## config.mk

```make
export PLATFORM = sky130hd
export DESIGN_NAME = nec_ir_pulse_decoder_flat
export DESIGN_NICKNAME = d
export VERILOG_FILES = /design/src/hdl/nec_pkg.sv /design/src/hdl/nec_ifs.sv /design/src/hdl/nec_ctrl.sv /design/src/hdl/nec_datapath.sv /design/src/hdl/nec_ir_pulse_decoder.sv /design/src/flat_wrapper.sv
export SDC_FILE = /design/constraint.sdc
export NUM_CORES = 1
export LEC_CHECK = 0
export ABC_AREA = 1
export BUFFER_PORTS_ARGS = -buffer_cell sky130_fd_sc_hd__buf_2
export CAP_MARGIN = 20
export CORE_ASPECT_RATIO = 0.6
export CORE_MARGIN = 5
export CORE_UTILIZATION = 60
export CTS_BUF_LIST = sky130_fd_sc_hd__clkbuf_8 sky130_fd_sc_hd__clkbuf_16
export DETAILED_ROUTE_END_ITERATION = 10
export HOLD_SLACK_MARGIN = 0.1
export PLACE_DENSITY_LB_ADDON = 0.1
export SLEW_MARGIN = 0
export SYNTH_ARGS = -nofsm -noshare
export SYNTH_HDL_FRONTEND = slang
export SYNTH_HIERARCHICAL = 1
export SYNTH_SLANG_ARGS = --single-unit
```

## constraint.sdc

```tcl
create_clock -name clk -period 3.95 [get_ports clk]
set_input_delay 0.5925 -clock clk [delete_from_list [all_inputs] [get_ports clk]]
set_output_delay 0.5925 -clock clk [all_outputs]
set_load 0.005 [all_outputs]
```

## src/hdl/nec_pkg.sv

```systemverilog
// ----------------------------------------------------------------------------
// NEC IR decoder package
// Shared types and constants for the NEC infrared pulse decoder.
// ----------------------------------------------------------------------------
package nec_pkg;

  // Input command codes.
  typedef enum logic [1:0] {
    CMD_EDGE = 2'd0,
    CMD_TICK = 2'd1,
    CMD_POLL = 2'd2
  } cmd_t;

  // Configuration register indexes.
  localparam logic REG_UNIT_PERIOD = 1'b0;
  localparam logic REG_USER_CODE   = 1'b1;

  localparam int PERIOD_W = 16;
  localparam int UNIT_W   = 11;
  localparam int CODE_W   = 16;
  localparam int QUO_W    = 8;
  localparam int CNT_W    = 8;
  localparam int STEP_W   = $clog2(PERIOD_W);

  localparam logic [UNIT_W-1:0] UNIT_PERIOD_RESET = 11'd187;
  localparam logic [CODE_W-1:0] USER_CODE_RESET   = 16'hFF00;

  // Decoding thresholds, in units or in timeout ticks.
  localparam logic [QUO_W-1:0] Q_ONE        = 8'd2;
  localparam logic [QUO_W-1:0] Q_SYNC       = 8'd13;
  localparam logic [QUO_W-1:0] Q_SHORT      = 8'd8;
  localparam logic [QUO_W-1:0] Q_LONG       = 8'd20;
  localparam logic [CNT_W-1:0] T_SYNC       = 8'd8;
  localparam logic [CNT_W-1:0] T_SHORT      = 8'd5;
  localparam logic [CNT_W-1:0] T_IDLE       = 8'd53;
  localparam logic [CNT_W-1:0] T_TIMEOUT    = 8'd56;
  localparam logic [CNT_W-1:0] BITS_USER    = 8'd16;
  localparam logic [CNT_W-1:0] BITS_FRAME   = 8'd32;
  localparam logic [7:0]       CHECK_XOR    = 8'hFF;
  localparam logic [7:0]       KEY_OFFSET   = 8'h20;
  localparam logic [7:0]       NO_KEY       = 8'hFF;

  typedef enum logic [1:0] {
    ST_IDLE,
    ST_DIVIDE,
    ST_COMMIT
  } state_t;

  // Controller to datapath.
  typedef struct packed {
    logic load;
    logic step;
    logic commit;
  } ctl_t;

  // Datapath to controller.
  typedef struct packed {
    logic in_edge;
    logic div_last;
  } sts_t;

endpackage

```

## src/hdl/nec_ifs.sv

```systemverilog
// ----------------------------------------------------------------------------
// NEC IR decoder channels
// Valid/ready channels for incoming requests and outgoing results.
// ----------------------------------------------------------------------------
interface nec_in_if;
  logic        valid;
  logic        ready;
  logic [1:0]  command;
  logic [15:0] edge_period;

  modport source (output valid, command, edge_period, input ready);
  modport sink   (input valid, command, edge_period, output ready);
endinterface

interface nec_out_if;
  logic       valid;
  logic       ready;
  logic       key_valid;
  logic [7:0] key_index;
  logic [7:0] frame_bits;

  modport source (output valid, key_valid, key_index, frame_bits, input ready);
  modport sink   (input valid, key_valid, key_index, frame_bits, output ready);
endinterface

```

## src/hdl/nec_ctrl.sv

```systemverilog
// ----------------------------------------------------------------------------
// NEC IR decoder controller
// Sequences request intake, the serial divide and the result commit.
// ----------------------------------------------------------------------------
module nec_ctrl (
  input  logic          clk,
  input  logic          rst,
  input  logic          in_valid,
  output logic          in_ready,
  output logic          out_valid,
  input  logic          out_ready,
  input  nec_pkg::sts_t sts,
  output nec_pkg::ctl_t ctl
);

  nec_pkg::state_t state;
  nec_pkg::state_t state_next;
  logic            out_free;

  assign out_free = !out_valid || out_ready;

  always_ff @(posedge clk) begin
    if (rst) begin
      state <= nec_pkg::ST_IDLE;
    end else begin
      state <= state_next;
    end
  end

  always_comb begin
    state_next = state;
    unique case (state)
      nec_pkg::ST_IDLE: begin
        if (in_valid) begin
          state_next = sts.in_edge ? nec_pkg::ST_DIVIDE : nec_pkg::ST_COMMIT;
        end
      end
      nec_pkg::ST_DIVIDE: begin
        if (sts.div_last) begin
          state_next = nec_pkg::ST_COMMIT;
        end
      end
      nec_pkg::ST_COMMIT: begin
        if (out_free) begin
          state_next = nec_pkg::ST_IDLE;
        end
      end
      default: state_next = nec_pkg::ST_IDLE;
    endcase
  end

  always_comb begin
    in_ready   = 1'b0;
    ctl.load   = 1'b0;
    ctl.step   = 1'b0;
    ctl.commit = 1'b0;
    unique case (state)
      nec_pkg::ST_IDLE: begin
        in_ready = 1'b1;
        ctl.load = in_valid;
      end
      nec_pkg::ST_DIVIDE: begin
        ctl.step = 1'b1;
      end
      nec_pkg::ST_COMMIT: begin
        ctl.commit = out_free;
      end
      default: begin
        in_ready = 1'b0;
      end
    endcase
  end

  // The result register is full from a commit until the sink takes it.
  always_ff @(posedge clk) begin
    if (rst) begin
      out_valid <= 1'b0;
    end else if (ctl.commit) begin
      out_valid <= 1'b1;
    end else if (out_ready) begin
      out_valid <= 1'b0;
    end
  end

endmodule

```

## src/hdl/nec_datapath.sv

```systemverilog
// ----------------------------------------------------------------------------
// NEC IR decoder datapath
// Serial divider, frame state registers, configuration and result register.
// ----------------------------------------------------------------------------
module nec_datapath (
  input  logic                          clk,
  input  logic                          rst,
  input  logic                          wr_en,
  input  logic                          wr_index,
  input  logic [nec_pkg::CODE_W-1:0]    wr_data,
  input  logic [1:0]                    command,
  input  logic [nec_pkg::PERIOD_W-1:0]  edge_period,
  input  nec_pkg::ctl_t                 ctl,
  output nec_pkg::sts_t                 sts,
  output logic                          key_valid,
  output logic [7:0]                    key_index,
  output logic [nec_pkg::CNT_W-1:0]     frame_bits
);

  logic [nec_pkg::UNIT_W-1:0]   unit_period;
  logic [nec_pkg::CODE_W-1:0]   expected_user_code;

  logic [1:0]                   cmd;
  logic [nec_pkg::PERIOD_W-1:0] dividend;
  logic [nec_pkg::UNIT_W-1:0]   rem;
  logic [nec_pkg::QUO_W-1:0]    quo;
  logic [nec_pkg::STEP_W-1:0]   step_cnt;

  logic [nec_pkg::CODE_W-1:0]   shift_data;
  logic [nec_pkg::CNT_W-1:0]    bit_count;
  logic [nec_pkg::CNT_W-1:0]    tick_count;
  logic [nec_pkg::CODE_W-1:0]   user_code;

  logic [nec_pkg::CODE_W-1:0]   shift_data_next;
  logic [nec_pkg::CNT_W-1:0]    bit_count_next;
  logic [nec_pkg::CNT_W-1:0]    tick_count_next;
  logic [nec_pkg::CODE_W-1:0]   user_code_next;
  logic                         key_valid_next;
  logic [7:0]                   key_index_next;

  logic [nec_pkg::UNIT_W:0]     trial;
  logic [nec_pkg::UNIT_W:0]     diff;
  logic                         fits;
  logic [7:0]                   lo;
  logic [7:0]                   hi;

  assign sts.in_edge  = (command == nec_pkg::CMD_EDGE);
  assign sts.div_last = (step_cnt == nec_pkg::STEP_W'(nec_pkg::PERIOD_W - 1));

  always_ff @(posedge clk) begin
    if (rst) begin
      unit_period        <= nec_pkg::UNIT_PERIOD_RESET;
      expected_user_code <= nec_pkg::USER_CODE_RESET;
    end else if (wr_en) begin
      unique case (wr_index)
        nec_pkg::REG_UNIT_PERIOD: unit_period <= wr_data[nec_pkg::UNIT_W-1:0];
        nec_pkg::REG_USER_CODE:   expected_user_code <= wr_data;
        default: unit_period <= unit_period;
      endcase
    end
  end

  // Restoring division, one quotient bit a cycle. A zero divisor always fits,
  // which yields an all-ones quotient.
  assign trial = {rem, dividend[nec_pkg::PERIOD_W-1]};
  assign fits  = (trial >= {1'b0, unit_period});
  assign diff  = trial - {1'b0, unit_period};

  always_ff @(posedge clk) begin
    if (ctl.load) begin
      cmd      <= command;
      dividend <= edge_period;
      rem      <= '0;
      quo      <= '0;
      step_cnt <= '0;
    end else if (ctl.step) begin
      dividend <= {dividend[nec_pkg::PERIOD_W-2:0], 1'b0};
      rem      <= fits ? diff[nec_pkg::UNIT_W-1:0] : trial[nec_pkg::UNIT_W-1:0];
      quo      <= {quo[nec_pkg::QUO_W-2:0], fits};
      step_cnt <= step_cnt + 1'b1;
    end
  end

  assign lo = shift_data[7:0];
  assign hi = shift_data[15:8];

  always_comb begin
    shift_data_next = shift_data;
    bit_count_next  = bit_count;
    tick_count_next = tick_count;
    user_code_next  = user_code;
    key_valid_next  = 1'b0;
    key_index_next  = nec_pkg::NO_KEY;
    case (cmd)
      nec_pkg::CMD_EDGE: begin
        if (quo <= nec_pkg::Q_ONE) begin
          shift_data_next = {(quo == nec_pkg::Q_ONE), shift_data[15:1]};
          bit_count_next  = bit_count + 1'b1;
          tick_count_next = '0;
        end else if (quo == nec_pkg::Q_SYNC && tick_count < nec_pkg::T_SYNC) begin
          bit_count_next = '0;
        end else if (quo < nec_pkg::Q_SHORT && tick_count < nec_pkg::T_SHORT) begin
          bit_count_next = '0;
        end else if (quo > nec_pkg::Q_LONG && tick_count > nec_pkg::T_IDLE) begin
          bit_count_next = '0;
        end else begin
          tick_count_next = '0;
        end
        if (bit_count_next == nec_pkg::BITS_USER) begin
          user_code_next = shift_data_next;
        end
      end
      nec_pkg::CMD_TICK: begin
        tick_count_next = tick_count + 1'b1;
        if (tick_count_next > nec_pkg::T_TIMEOUT) begin
          bit_count_next = '0;
        end
      end
      nec_pkg::CMD_POLL: begin
        if (bit_count == nec_pkg::BITS_FRAME) begin
          if ((lo ^ hi) != nec_pkg::CHECK_XOR) begin
            bit_count_next = '0;
          end else if (user_code == expected_user_code) begin
            key_valid_next = 1'b1;
            key_index_next = (lo > nec_pkg::KEY_OFFSET) ? lo - nec_pkg::KEY_OFFSET : lo;
          end
        end
      end
      default: begin
        key_valid_next = 1'b0;
      end
    endcase
  end

  always_ff @(posedge clk) begin
    if (rst) begin
      shift_data <= '0;
      bit_count  <= '0;
      tick_count <= '0;
      user_code  <= '0;
    end else if (ctl.commit) begin
      shift_data <= shift_data_next;
      bit_count  <= bit_count_next;
      tick_count <= tick_count_next;
      user_code  <= user_code_next;
    end
  end

  always_ff @(posedge clk) begin
    if (ctl.commit) begin
      key_valid  <= key_valid_next;
      key_index  <= key_index_next;
      frame_bits <= bit_count_next;
    end
  end

endmodule

```

## src/hdl/nec_ir_pulse_decoder.sv

```systemverilog
// An edge request is taken in the idle state, runs through the divider at
// one quotient bit per cycle and then commits; tick and poll requests go
// from idle straight to the commit. A commit waits while the result register
// holds an untaken result, and no new request is taken until the last one
// has committed. Synchronous active-high reset clears the frame state and
// loads unit_period 187 and expected_user_code 0xFF00.
// ----------------------------------------------------------------------------
// NEC IR pulse decoder
// Decodes an NEC-style infrared frame from captured edge-to-edge periods.
// ----------------------------------------------------------------------------
module nec_ir_pulse_decoder (
  input  logic                       clk,
  input  logic                       rst,
  input  logic                       wr_en,
  input  logic                       wr_index,
  input  logic [nec_pkg::CODE_W-1:0] wr_data,
  nec_in_if.sink                     req,
  nec_out_if.source                  rsp
);

  // The controller owns the handshakes and the sequencing: a request is taken
  // in the idle state, an edge request spends one cycle per quotient bit in
  // the divider, and every request ends with a commit that updates the frame
  // state and loads the result register. A commit waits while the result
  // register still holds an untaken result, so no result is ever lost.
  nec_pkg::ctl_t ctl;
  nec_pkg::sts_t sts;

  nec_ctrl u_ctrl (
    .clk       (clk),
    .rst       (rst),
    .in_valid  (req.valid),
    .in_ready  (req.ready),
    .out_valid (rsp.valid),
    .out_ready (rsp.ready),
    .sts       (sts),
    .ctl       (ctl)
  );

  // The datapath quantizes the period by unit_period, applies the bit, sync,
  // idle and timeout rules, and checks a complete frame when polled. Key
  // codes above 0x20 have that offset removed.
  nec_datapath u_datapath (
    .clk         (clk),
    .rst         (rst),
    .wr_en       (wr_en),
    .wr_index    (wr_index),
    .wr_data     (wr_data),
    .command     (req.command),
    .edge_period (req.edge_period),
    .ctl         (ctl),
    .sts         (sts),
    .key_valid   (rsp.key_valid),
    .key_index   (rsp.key_index),
    .frame_bits  (rsp.frame_bits)
  );

endmodule
```

## src/flat_wrapper.sv

```systemverilog
// flat-port wrapper written by rule: the top's interface ports become plain ports
module nec_ir_pulse_decoder_flat 
  (clk, rst, wr_en, wr_index, wr_data, req_valid, req_command, req_edge_period, req_ready, rsp_valid, rsp_key_valid, rsp_key_index, rsp_frame_bits, rsp_ready);
  nec_in_if req_i ();
  nec_out_if rsp_i ();
  input  logic clk;
  input  logic rst;
  input  logic wr_en;
  input  logic wr_index;
  input  logic [nec_pkg::CODE_W-1:0] wr_data;
  input wire logic [$bits(req_i.valid)-1:0] req_valid;
  input wire logic [$bits(req_i.command)-1:0] req_command;
  input wire logic [$bits(req_i.edge_period)-1:0] req_edge_period;
  output wire logic [$bits(req_i.ready)-1:0] req_ready;
  output wire logic [$bits(rsp_i.valid)-1:0] rsp_valid;
  output wire logic [$bits(rsp_i.key_valid)-1:0] rsp_key_valid;
  output wire logic [$bits(rsp_i.key_index)-1:0] rsp_key_index;
  output wire logic [$bits(rsp_i.frame_bits)-1:0] rsp_frame_bits;
  input wire logic [$bits(rsp_i.ready)-1:0] rsp_ready;
  assign req_i.valid = req_valid;
  assign req_i.command = req_command;
  assign req_i.edge_period = req_edge_period;
  assign req_ready = req_i.ready;
  assign rsp_valid = rsp_i.valid;
  assign rsp_key_valid = rsp_i.key_valid;
  assign rsp_key_index = rsp_i.key_index;
  assign rsp_frame_bits = rsp_i.frame_bits;
  assign rsp_i.ready = rsp_ready;
  nec_ir_pulse_decoder u_core (.clk(clk), .rst(rst), .wr_en(wr_en), .wr_index(wr_index), .wr_data(wr_data), .req(req_i), .rsp(rsp_i));
endmodule
```

# Word-level counts from Yosys, hierarchy flattened
# Index checks and enable logic that the tools add are counted.
# classes
n_addsub	5
reduce_logical	19
muxes	31
bitwise_logic	5
magnitude_cmp	9
eq_ne	17
# op_table
op	n
8-bit two-way mux	13
16-bit two-way mux	3
8-bit by 6-bit > comparator with 1-bit output (second input constant)	3
8-bit case mux with 3 select lines	1
8-bit by 1-bit adder with 8-bit output (second input constant)	2
16-bit equality test	1
8-bit by 4-bit < comparator with 1-bit output (second input constant)	2
8-bit case mux with 2 select lines	1
12-bit by 11-bit >= comparator with 1-bit output	1
11-bit two-way mux	1
11-bit subtractor	1
3-bit != test (second input constant)	3
8-bit by 2-bit equality test with 1-bit output (second input constant)	1
8-bit by 4-bit equality test with 1-bit output (second input constant)	1
8-bit by 5-bit equality test with 1-bit output (second input constant)	1
8-bit by 6-bit equality test with 1-bit output (second input constant)	1
8-bit by 5-bit > comparator with 1-bit output (second input constant)	1
8-bit by 2-bit less-or-equal comparator with 1-bit output (second input constant)	1
8-bit by 3-bit < comparator with 1-bit output (second input constant)	1
2-bit two-way mux	4
8-bit != test (second input constant)	1
8-bit by 6-bit subtractor with 8-bit output (second input constant)	1
8-bit bitwise XOR	1
1-bit two-way mux	7
other kinds (18)	33
# totals
elab_cells	102
inputBits	40
out_inout_bits	19
register_bits	136

# Logic depth before layout (Yosys ltp)
# Gate-level depths: netlist (run 1).
# logic_depth
word_depth	9
ltp_mapped	15
depth_no_buf	14

# Cells and area by module
# The synthesis (run 1) kept the hierarchy.
# modules_own_cells
mod	cells_each	seq_area_each_um2	instances	area_per_inst_um2
nec_datapath	952	3012.9	1	6919.1
nec_ctrl	24	60.1	1	155.1

# Least setup slack after synthesis (run 1)
# OpenSTA, ideal clock, no wires.
# synth_timing
path_type	input -> register
from	in rsp_ready
to	reg u_core/u_datapath/tick_count[4] (netlist name)
slack_ns	1.163
t_required_ns	3.817
setup_time_ns	0.133
cell_stages	11
t_arrival_ns	2.654
path_buffers	2
cell_sequence	nor2_2 -> nor2_1 -> buf_2 -> clkinv_1 -> nor2_1 -> nand2_1 -> buf_2 -> nor3_1 -> nand3_1 -> nand2_1 -> nor2_1
# synth_rtl
item	line	rtl
start, declared	flat_wrapper.sv:19	input wire logic [$bits(rsp_i.ready)-1:0] rsp_ready;
end signal, assigned	nec_datapath.sv:144	tick_count <= tick_count_next;
end, declared	nec_datapath.sv:31	logic [nec_pkg::CNT_W-1:0] tick_count;

# Worst setup path in the final report (run 1)
# layout_timing
from	reg u_core/u_datapath/quo[3] (netlist name)
to	reg u_core/u_datapath/user_code[13] (netlist name)
# layout_via
elab_chain_cells	9
word_cells_on_any_way	15
cone_classes	order compare (3); eq/ne (2); mux (6); reduce/logical (4)
# layout_rtl
item	line	rtl
start, declared	nec_datapath.sv:26	logic [nec_pkg::QUO_W-1:0] quo;
start signal, assigned	nec_datapath.sv:79	quo <= {quo[nec_pkg::QUO_W-2:0], fits};
8-bit by 5-bit > comparator with 1-bit output	nec_datapath.sv:104	end else if (quo > nec_pkg::Q_LONG && tick_count > nec_pkg::T_IDLE) begin
1-bit logical AND	nec_datapath.sv:104	
8-bit two-way mux	nec_datapath.sv:104	
8-bit two-way mux	nec_datapath.sv:102	end else if (quo < nec_pkg::Q_SHORT && tick_count < nec_pkg::T_SHORT) begin
8-bit two-way mux	nec_datapath.sv:100	end else if (quo == nec_pkg::Q_SYNC && tick_count < nec_pkg::T_SYNC) begin
8-bit two-way mux	nec_datapath.sv:96	if (quo <= nec_pkg::Q_ONE) begin
8-bit two-way mux	nec_datapath.sv:94	case (cmd)
8-bit by 5-bit equality test with 1-bit output	nec_datapath.sv:109	if (bit_count_next == nec_pkg::BITS_USER) begin
3-bit AND reduction (no source line)	-	
end signal, assigned	nec_datapath.sv:145	user_code <= user_code_next;
end, declared	nec_datapath.sv:32	logic [nec_pkg::CODE_W-1:0] user_code;
# Several ways; a longest one is shown, not always the timed one. The select of a mux whose other input is x is not followed.
# A chain may end at the register's enable or synchronous reset.

==> results of run 1 <==
-- placed cells by master, fill, tap and decap left out, types with 2 or more instances in the layout --
| cell | instances |
|---|---|
| sky130_fd_sc_hd__buf_4 | 5 |
| sky130_fd_sc_hd__nor3_1 | 16 |
| sky130_fd_sc_hd__or2_2 | 2 |
| sky130_fd_sc_hd__nor2_1 | 87 |
| sky130_fd_sc_hd__clkinvlp_4 | 2 |
| sky130_fd_sc_hd__xnor2_1 | 13 |
| sky130_fd_sc_hd__a21o_1 | 3 |
| sky130_fd_sc_hd__nand2_2 | 5 |
| sky130_fd_sc_hd__mux2i_1 | 2 |
| sky130_fd_sc_hd__o21ai_0 | 77 |
| sky130_fd_sc_hd__clkinv_2 | 6 |
| sky130_fd_sc_hd__o21bai_1 | 3 |
| sky130_fd_sc_hd__nand3_2 | 2 |
| sky130_fd_sc_hd__nor2_4 | 3 |
| sky130_fd_sc_hd__nor4_1 | 6 |
| sky130_fd_sc_hd__nand3_1 | 63 |
| sky130_fd_sc_hd__o211ai_1 | 12 |
| sky130_fd_sc_hd__ha_1 | 18 |
| sky130_fd_sc_hd__clkinv_1 | 4 |
| sky130_fd_sc_hd__edfxtp_1 | 35 |
| sky130_fd_sc_hd__inv_1 | 123 |
| sky130_fd_sc_hd__a21oi_1 | 55 |
| sky130_fd_sc_hd__clkbuf_16 | 18 |
| sky130_fd_sc_hd__nand4_1 | 12 |
| sky130_fd_sc_hd__a31oi_1 | 2 |
| sky130_fd_sc_hd__o22ai_1 | 8 |
| sky130_fd_sc_hd__nand2_1 | 262 |
| sky130_fd_sc_hd__dfxtp_1 | 101 |
| sky130_fd_sc_hd__inv_2 | 4 |
| sky130_fd_sc_hd__and2_1 | 2 |
| sky130_fd_sc_hd__xor2_1 | 8 |
| sky130_fd_sc_hd__buf_2 | 58 |
| sky130_fd_sc_hd__nand3b_1 | 4 |
| sky130_fd_sc_hd__nor2_2 | 4 |
-- how the worst max path moves through the flow --
stage | from | to | slack (ps) | cells past startpoint
finish | u_core/u_datapath/quo[3]$_SDFFE_PP0P_ | u_core/u_datapath/user_code[13]$_SDFFE_PP0P_ | 1120 | 10
global route | u_core/u_datapath/quo[5]$_SDFFE_PP0P_ | u_core/u_datapath/user_code[13]$_SDFFE_PP0P_ | 900 | 12
CTS | u_core/u_datapath/quo[3]$_SDFFE_PP0P_ | u_core/u_datapath/user_code[13]$_SDFFE_PP0P_ | 1180 | 10
detailed placement | u_core/u_datapath/quo[3]$_SDFFE_PP0P_ | u_core/u_datapath/user_code[11]$_SDFFE_PP0P_ | 1210 | 10
global placement | u_core/u_datapath/quo[7]$_SDFFE_PP0P_ | u_core/u_datapath/user_code[6]$_SDFFE_PP0P_ | 1330 | 10
floorplan | rsp_ready | u_core/u_datapath/tick_count[4]$_SDFFE_PP0P_ | 1160 | 11
-- worst max-delay path, cell delays in order (launching register included) --
cell and delay, ps:
sky130_fd_sc_hd__dfxtp_1 350, sky130_fd_sc_hd__nor2_2 170, sky130_fd_sc_hd__nand2_2 80, sky130_fd_sc_hd__nor2_4 650
sky130_fd_sc_hd__inv_2 250, sky130_fd_sc_hd__a21oi_2 240, sky130_fd_sc_hd__nand3_2 110, sky130_fd_sc_hd__nor2_4 520
sky130_fd_sc_hd__nand3_1 170, sky130_fd_sc_hd__nand2_1 100, sky130_fd_sc_hd__nor2_1 50
-- metal layers --
layer | vias up | GRT usage | routed length [um]
li1 | 3270 | - | -
met1 | 2957 | 0.390 | 8670
met2 | 277 | 0.342 | 6920
met3 | 22 | 0.0501 | 1470
met4 | 0 | 0.0883 | 221
met5 | - | 0 | 0
-- metrics by stage --
stage / instances / setup slack [ps]
after floorplan: 976 / 1160
after global placement: 1164 / 1330
after detailed placement: 1164 / 1210
after CTS: 1196 / 1180
after global routing: 1196 / 895
final: 1196 / 1120
-- logic make-up after synthesis --
group / after synthesis / share of synthesized area
buffers and inverters: 162 / 0.0923
AND/OR/NAND/NOR: 470 / 0.282
AO/OA/AOI/OAI: 166 / 0.128
adder cells (fa/ha/maj): 19 / 0.0347
XOR/XNOR: 21 / 0.0260
flip-flops: 136 / 0.434
multiplexers: 2 / 0.00283
-- registers in the layout, indices dropped and copies added (netlist names), 4 cells and up --
signal                                cells
u_core/u_datapath/key_index               8
u_core/u_datapath/bit_count               8
u_core/u_datapath/frame_bits              8
u_core/u_datapath/unit_period            11
u_core/u_datapath/dividend               16
u_core/u_datapath/user_code              16
u_core/u_datapath/step_cnt                4
u_core/u_datapath/quo                     8
u_core/u_datapath/tick_count              8
u_core/u_datapath/shift_data             16
u_core/u_datapath/expected_user_code     16
u_core/u_datapath/rem                    11
-- cell type report --
cell class | instances | area [um^2]
inverters | 127 | 477
well taps | 160 | 200
repair buffers | 63 | 328
fillers | 993 | 3420
multi-input cells | 678 | 3360
clock buffers | 19 | 464
clock inverters | 13 | 90.1
flip-flops and latches | 136 | 3070
-- where the power goes --
| part | switching [mW] | internal, mW |
|---|---|---|
| Sequential | 0.0428 | 1.51 |
| Combinational | 0.267 | 0.123 |
| Clock | 0.578 | 0.902 |
==> impl_metrics.csv, run 1 <==
group,metric,value,unit
routing,dr.pass1.iters,6,
hold_path,hold-path-cell-count,1,
clock_tree,cts_htree_levels,4,
clock_tree,tritoncts_clock_tree,"built",
clock_tree,cts_root_cell,"sky130_fd_sc_hd__clkbuf_16",
global_routing,global_route_wire_length_before_repair,28.2,mm
synthesis,yosys_warning_total,6,
global_routing,overflow,0,
synthesis,library_cell_occupying_the_most_area_in_the_post_synthesis_netlist,"sky130_fd_sc_hd__dfxtp_1",
timing,setup_tns,0,ps
routing,post_drt_via_cell_ratio,5.46,
global_routing,antenna_found_initial,0,
worst_setup_path,r2r_cells,10,
clock_tree,clock_insertion_delay_worst_skew,420,ps
timing,grt_setup_unrepaired,"false",
pwr,power.ir.vdd_worst,312,uV
finish,postLayoutCellArea,7990,um^2
global_routing,global_route.usage.total,0.252,
worst_setup_path,r2r-end,"u_core/u_datapath/user_code[13]$_SDFFE_PP0P_",
timing,timing.final.crit_share,0.716,
timing,worst_clock_skew,10.2,ps
placed_design,gpl.final_weighted_congestion,0.930,
floorplanning,rows,30,
placed_design,io_buffers,58,
clock_tree,total_cts_buffers,17,
synthesis,yosys_register_bits,136,
hold_path,min_delay_worst_endpoint,"u_core/u_datapath/cmd[1]$_DFFE_PP_",
placed_design,place_hpwl,12.2,mm
hold_path,launch_instance_of_the_worst_min_delay_path,"req_command[1]",
synthesis,yosysTopAreaCellShare,0.286,
synthesis,async_s_r_ff_share_synth,0,
clock_tree,cts-hold-fix-buffers,0,
synthesis,synth.net_count,1035,
pwr,power.leakage,3.66,nW
finish,diodes,0,
run_status,run_status,"finished clean",
routing,final_antenna_violating_net_count,0,
global_routing,grt_pass1_vias,5774,
timing,fmaxAchievable,353,MHz
synthesis,ys_dominant_reg_cell,"sky130_fd_sc_hd__dfxtp_1",
synthesis,top_post_synthesis_cells_by_count,"262 x sky130_fd_sc_hd__nand2_1, 119 x sky130_fd_sc_hd__inv_1, 101 x sky130_fd_sc_hd__dfxtp_1, 88 x sky130_fd_sc_hd__nor2_1, 77 x sky130_fd_sc_hd__o21ai_0",
timing,hold_ws,382,ps
finish,post_route_cells_drive_above_1_share,0.110,
synthesis,synth.cell_area,7070,um^2
routing,drc_marker_count_from_the_first_detailed_route_iteration,643,
timing,timing_hold_violations_final,0,
timing,timing.final.setup_violations,0,
worst_setup_path,timing.critical_path.required,4260,ps
synthesis,synth.top_cells.by_area,"sky130_fd_sc_hd__dfxtp_1 29%, sky130_fd_sc_hd__edfxtp_1 15%, sky130_fd_sc_hd__nand2_1 14%",
worst_setup_path,regToRegSetupSlack,1120,ps
job,max_cap_viol_count,0,
clock_tree,cts-root-to-sink-buffers,2,
synthesis,register_area_share_after_synthesis,0.434,
timing,fin_crit,2830,ps
synthesis,synth_cell_types,42,
synthesis,synth_cells,976,
worst_setup_path,critical_path_class,"register to register",
clock_tree,worst_setup_hold_path_clk_slew,60,ps
floorplanning,top_level_ports,59,
pwr,power_density,429,nW/um^2
timing,finalMaxSlewViolations,0,
routing,vias,6526,
worst_setup_path,setup.worst_path.start_class,"register",
finish,num-nets-final,1082,
synthesis,most_numerous_cell_in_the_yosys_netlist,"sky130_fd_sc_hd__nand2_1",
finish,final_core_utilization,0.700,
timing,max_slew.worst_pin.slew,817,ps
routing,drc_errors,0,
timing,maxSlewHeadroom,0.454,
clock_tree,cts.sink_count,136,
floorplanning,coreArea,11400,um^2
clock_tree,cts_repair_resize_count,0,
routing,wl_per_cell,14.5,um
worst_setup_path,crit_fanout,39,
floorplanning,start_util,0.620,
synthesis,synthesized_area_per_cell,7.25,um^2
pwr,report.power.total,3.43,mW
worst_setup_path,timing.critical_path.arrival,3140,ps
floorplanning,die_height,94.1,um
global_routing,grt_max_degree,59,
placed_design,dpl_cell_area,7430,um^2
synthesis,count_of_flip_flops_with_a_built_in_enable_after_synthesis,35,
worst_setup_path,critical_path.endpoint_type,"register",
worst_setup_path,r2r-start,"u_core/u_datapath/quo[3]$_SDFFE_PP0P_",
floorplanning,dieWidth,150,um
finish,area_delta_synth_final,12.9,%
floorplanning,fp.dieArea,14100,um^2
clock_tree,number_of_setup_buffers_added_after_cts,0,
hold_path,hold_path.class,"primary input to register",
routing,routed_wirelength,17.3,mm
(Power assumes the default switching activity.)
==> run 2: changes to the inputs <==
- CORE_UTILIZATION: 60 -> 54
- clock period: 3.95 -> 2.3 ns (I/O delays scaled with it)
==> impl_metrics.csv, run 2 (synthesis results as in run 1) <==
group,metric,value,unit
timing,maxSlewHeadroom,0.688,
pwr,power_density,758,nW/um^2
worst_setup_path,timing.critical_path.arrival,2440,ps
hold_path,hold_path.class,"primary input to register",
clock_tree,tritoncts_clock_tree,"built",
clock_tree,total_cts_buffers,17,
worst_setup_path,r2r-end,"u_core/u_datapath/user_code[6]$_SDFFE_PP0P_",
worst_setup_path,crit_start,"u_core/u_datapath/tick_count[0]$_SDFFE_PP0P_",
global_routing,met1_resource_use_gr,0.381,
worst_setup_path,timing.critical_path.required,2590,ps
worst_setup_path,critical_path.top_delay_family,"simple AND/OR/NAND/NOR gates",
worst_setup_path,cp_cell_sequence,"inv_1 > ha_1 > nor2_1 > nand2_1 > nand2_1 > nand2_2 > nand2_2 > nand2_2 > nand2_1 > nand3_1 > nor2_4 > buf_12 > nand3_1 > nand2_1 > nor2_1",
finish,post_route_cells_drive_above_1_share,0.134,
global_routing,grt.busiest_layer,"met1",
floorplanning,rows,32,
worst_setup_path,r2r_cells,15,
timing,fin_crit,2140,ps
timing,max_slew.worst_pin.slew,465,ps
placed_design,place_hpwl,12.2,mm
pwr,power.leakage,3.81,nW
finish,diodes,0,
worst_setup_path,cp-endpoint,"u_core/u_datapath/user_code[6]$_SDFFE_PP0P_",
clock_tree,cts_root_cell,"sky130_fd_sc_hd__clkbuf_16",
finish,n_fill_cell,1143,
global_routing,overflow,0,
timing,timing_hold_violations_final,0,
timing,hold_ws,131,ps
worst_setup_path,critical_path.endpoint_type,"register",
timing,grt_setup_unrepaired,"false",
timing,finalMaxSlewViolations,0,
timing,setup_tns,0,ps
finish,layout.cells.most_common,"sky130_fd_sc_hd__nand2_1",
finish,layoutNonFillerInstCount,1226,
placed_design,post-place-cells,1194,
clock_tree,cts_repair_resize_count,0,
routing,routed_wirelength,16.8,mm
floorplanning,die_height,98.7,um
finish,multi_input_gate_area_in_the_final_layout,3370,um^2
global_routing,grt_use_met2,0.275,
routing,drc_marker_count_from_the_first_detailed_route_iteration,510,
worst_setup_path,crit_fanout,32,
finish,final_core_utilization,0.646,
clock_tree,number_of_setup_buffers_added_after_cts,0,
timing,timing.final.setup_violations,0,
placed_design,dpl_cell_area,7650,um^2
pwr,power.ir.vdd_worst,473,uV
worst_setup_path,critical_path_class,"register to register",
routing,drc_errors,0,
global_routing,grt_max_degree,59,
clock_tree,cts-root-to-sink-buffers,2,
placed_design,io_buffers,58,
clock_tree,clock_insertion_delay_worst_skew,410,ps
routing,post_drt_via_cell_ratio,5.21,
timing,timing.final.crit_share,0.933,
worst_setup_path,regToRegSetupSlack,160,ps
placed_design,gpl.final_weighted_congestion,0.961,
worst_setup_path,cpPeakStageDelay,370,ps
clock_tree,cts_htree_levels,4,
placed_design,pre_cts_ws,142,ps
finish,area_delta_synth_final,17.4,%
global_routing,antenna_found_initial,0,
finish,num-nets-final,1102,
routing,dr.pass1.iters,6,
worst_setup_path,critical-path-top-cell-by-count,"sky130_fd_sc_hd__nand2_1",
finish,mostFrequentLayoutCells,"262 x sky130_fd_sc_hd__nand2_1, 120 x sky130_fd_sc_hd__inv_1, 99 x sky130_fd_sc_hd__dfxtp_1",
floorplanning,fp.dieArea,15600,um^2
job,max_cap_viol_count,0,
floorplanning,top_level_ports,59,
floorplanning,start_util,0.550,
global_routing,grt_pass1_vias,5428,
routing,wl_per_cell,13.7,um
timing,fmaxAchievable,466,MHz
worst_setup_path,slowest_stage_cell_crit_path,"sky130_fd_sc_hd__dfxtp_2",
floorplanning,coreArea,12900,um^2
timing,worst_clock_skew,8.04,ps
run_status,run_status,"finished clean",
pwr,report.power.total,6.29,mW
routing,vias,6388,
clock_tree,cts.sink_count,136,
worst_setup_path,setup.worst_path.start_class,"register",
worst_setup_path,cp_num_cells,15,
clock_tree,cts-hold-fix-buffers,0,
routing,final_antenna_violating_net_count,0,
global_routing,global_route_wire_length_before_repair,27.9,mm
clock_tree,worst_setup_hold_path_clk_slew,60,ps
finish,postLayoutCellArea,8300,um^2
worst_setup_path,r2r-start,"u_core/u_datapath/tick_count[0]$_SDFFE_PP0P_",
global_routing,global_route.usage.total,0.221,
worst_setup_path,critPathBufInv,2,
timing,post-route-worst-setup-slack,155,ps
finish,ff_latch_area,3080,um^2
global_routing,grt_use_met3,0.0347,
floorplanning,dieWidth,158,um
-- run 2: cell count changes in the layout (fill, tap and decap cells not counted), moves of 3 or more --
cell,previous run,this run
sky130_fd_sc_hd__buf_4,5,21
sky130_fd_sc_hd__clkinv_2,6,0
sky130_fd_sc_hd__buf_12,0,4
sky130_fd_sc_hd__clkbuf_8,1,4
sky130_fd_sc_hd__inv_1,123,120
-- run 2: how the worst min path moves through the flow --
stage,to,depth (start not counted),from
4_1_cts,u_core/u_datapath/cmd[0]$_DFFE_PP_,1,req_command[0]
3_5_place_dp,u_core/u_datapath/unit_period[0]$_SDFFE_PP1P_,2,u_core/u_datapath/unit_period[0]$_SDFFE_PP1P_
5_1_grt,u_core/u_datapath/cmd[1]$_DFFE_PP_,1,req_command[1]
2_1_floorplan,u_core/u_ctrl/out_valid$_SDFFE_PP0P_,1,rst
6_report,u_core/u_datapath/cmd[1]$_DFFE_PP_,1,req_command[1]
3_3_place_gp,u_core/u_datapath/unit_period[8]$_SDFFE_PP0P_,2,u_core/u_datapath/unit_period[8]$_SDFFE_PP0P_
-- run 2: worst register-to-register path, stage by stage (launching register included) --
cell                      delay (ps)
sky130_fd_sc_hd__dfxtp_2         370
sky130_fd_sc_hd__inv_1            70
sky130_fd_sc_hd__ha_1            220
sky130_fd_sc_hd__nor2_1          110
sky130_fd_sc_hd__nand2_1          70
sky130_fd_sc_hd__nand2_1          90
sky130_fd_sc_hd__nand2_2         100
sky130_fd_sc_hd__nand2_2         120
sky130_fd_sc_hd__nand2_2         100
sky130_fd_sc_hd__nand2_1         100
sky130_fd_sc_hd__nand3_1         120
sky130_fd_sc_hd__nor2_4          160
sky130_fd_sc_hd__buf_12          180
sky130_fd_sc_hd__nand3_1         110
sky130_fd_sc_hd__nand2_1          70
sky130_fd_sc_hd__nor2_1           50
-- run 2: where the power goes --
part	internal, mW	leakage (nW)	switching, mW
Sequential	2.60	1.14	0.0708
Clock	1.89	0.321	1.01
Combinational	0.253	2.35	0.464
-- run 2: area by class of cell --
type	count	area share
Timing Repair Buffer	83	0.0636
Inverter	127	0.0574
Clock inverter	10	0.0166
Multi-Input combinational cell	678	0.406
Tap cell	170	0.0256
Sequential cell	136	0.370
Clock buffer	22	0.0609
-- run 2: metal layers --
metal / vias to the layer above / part of all wire / wire length, um
met4: 0 / 0.010 / 172
met5: - / 0 / 0
li1: 3307 / - / -
met3: 18 / 0.073 / 1220
met1: 2844 / 0.54 / 9120
met2: 219 / 0.37 / 6300
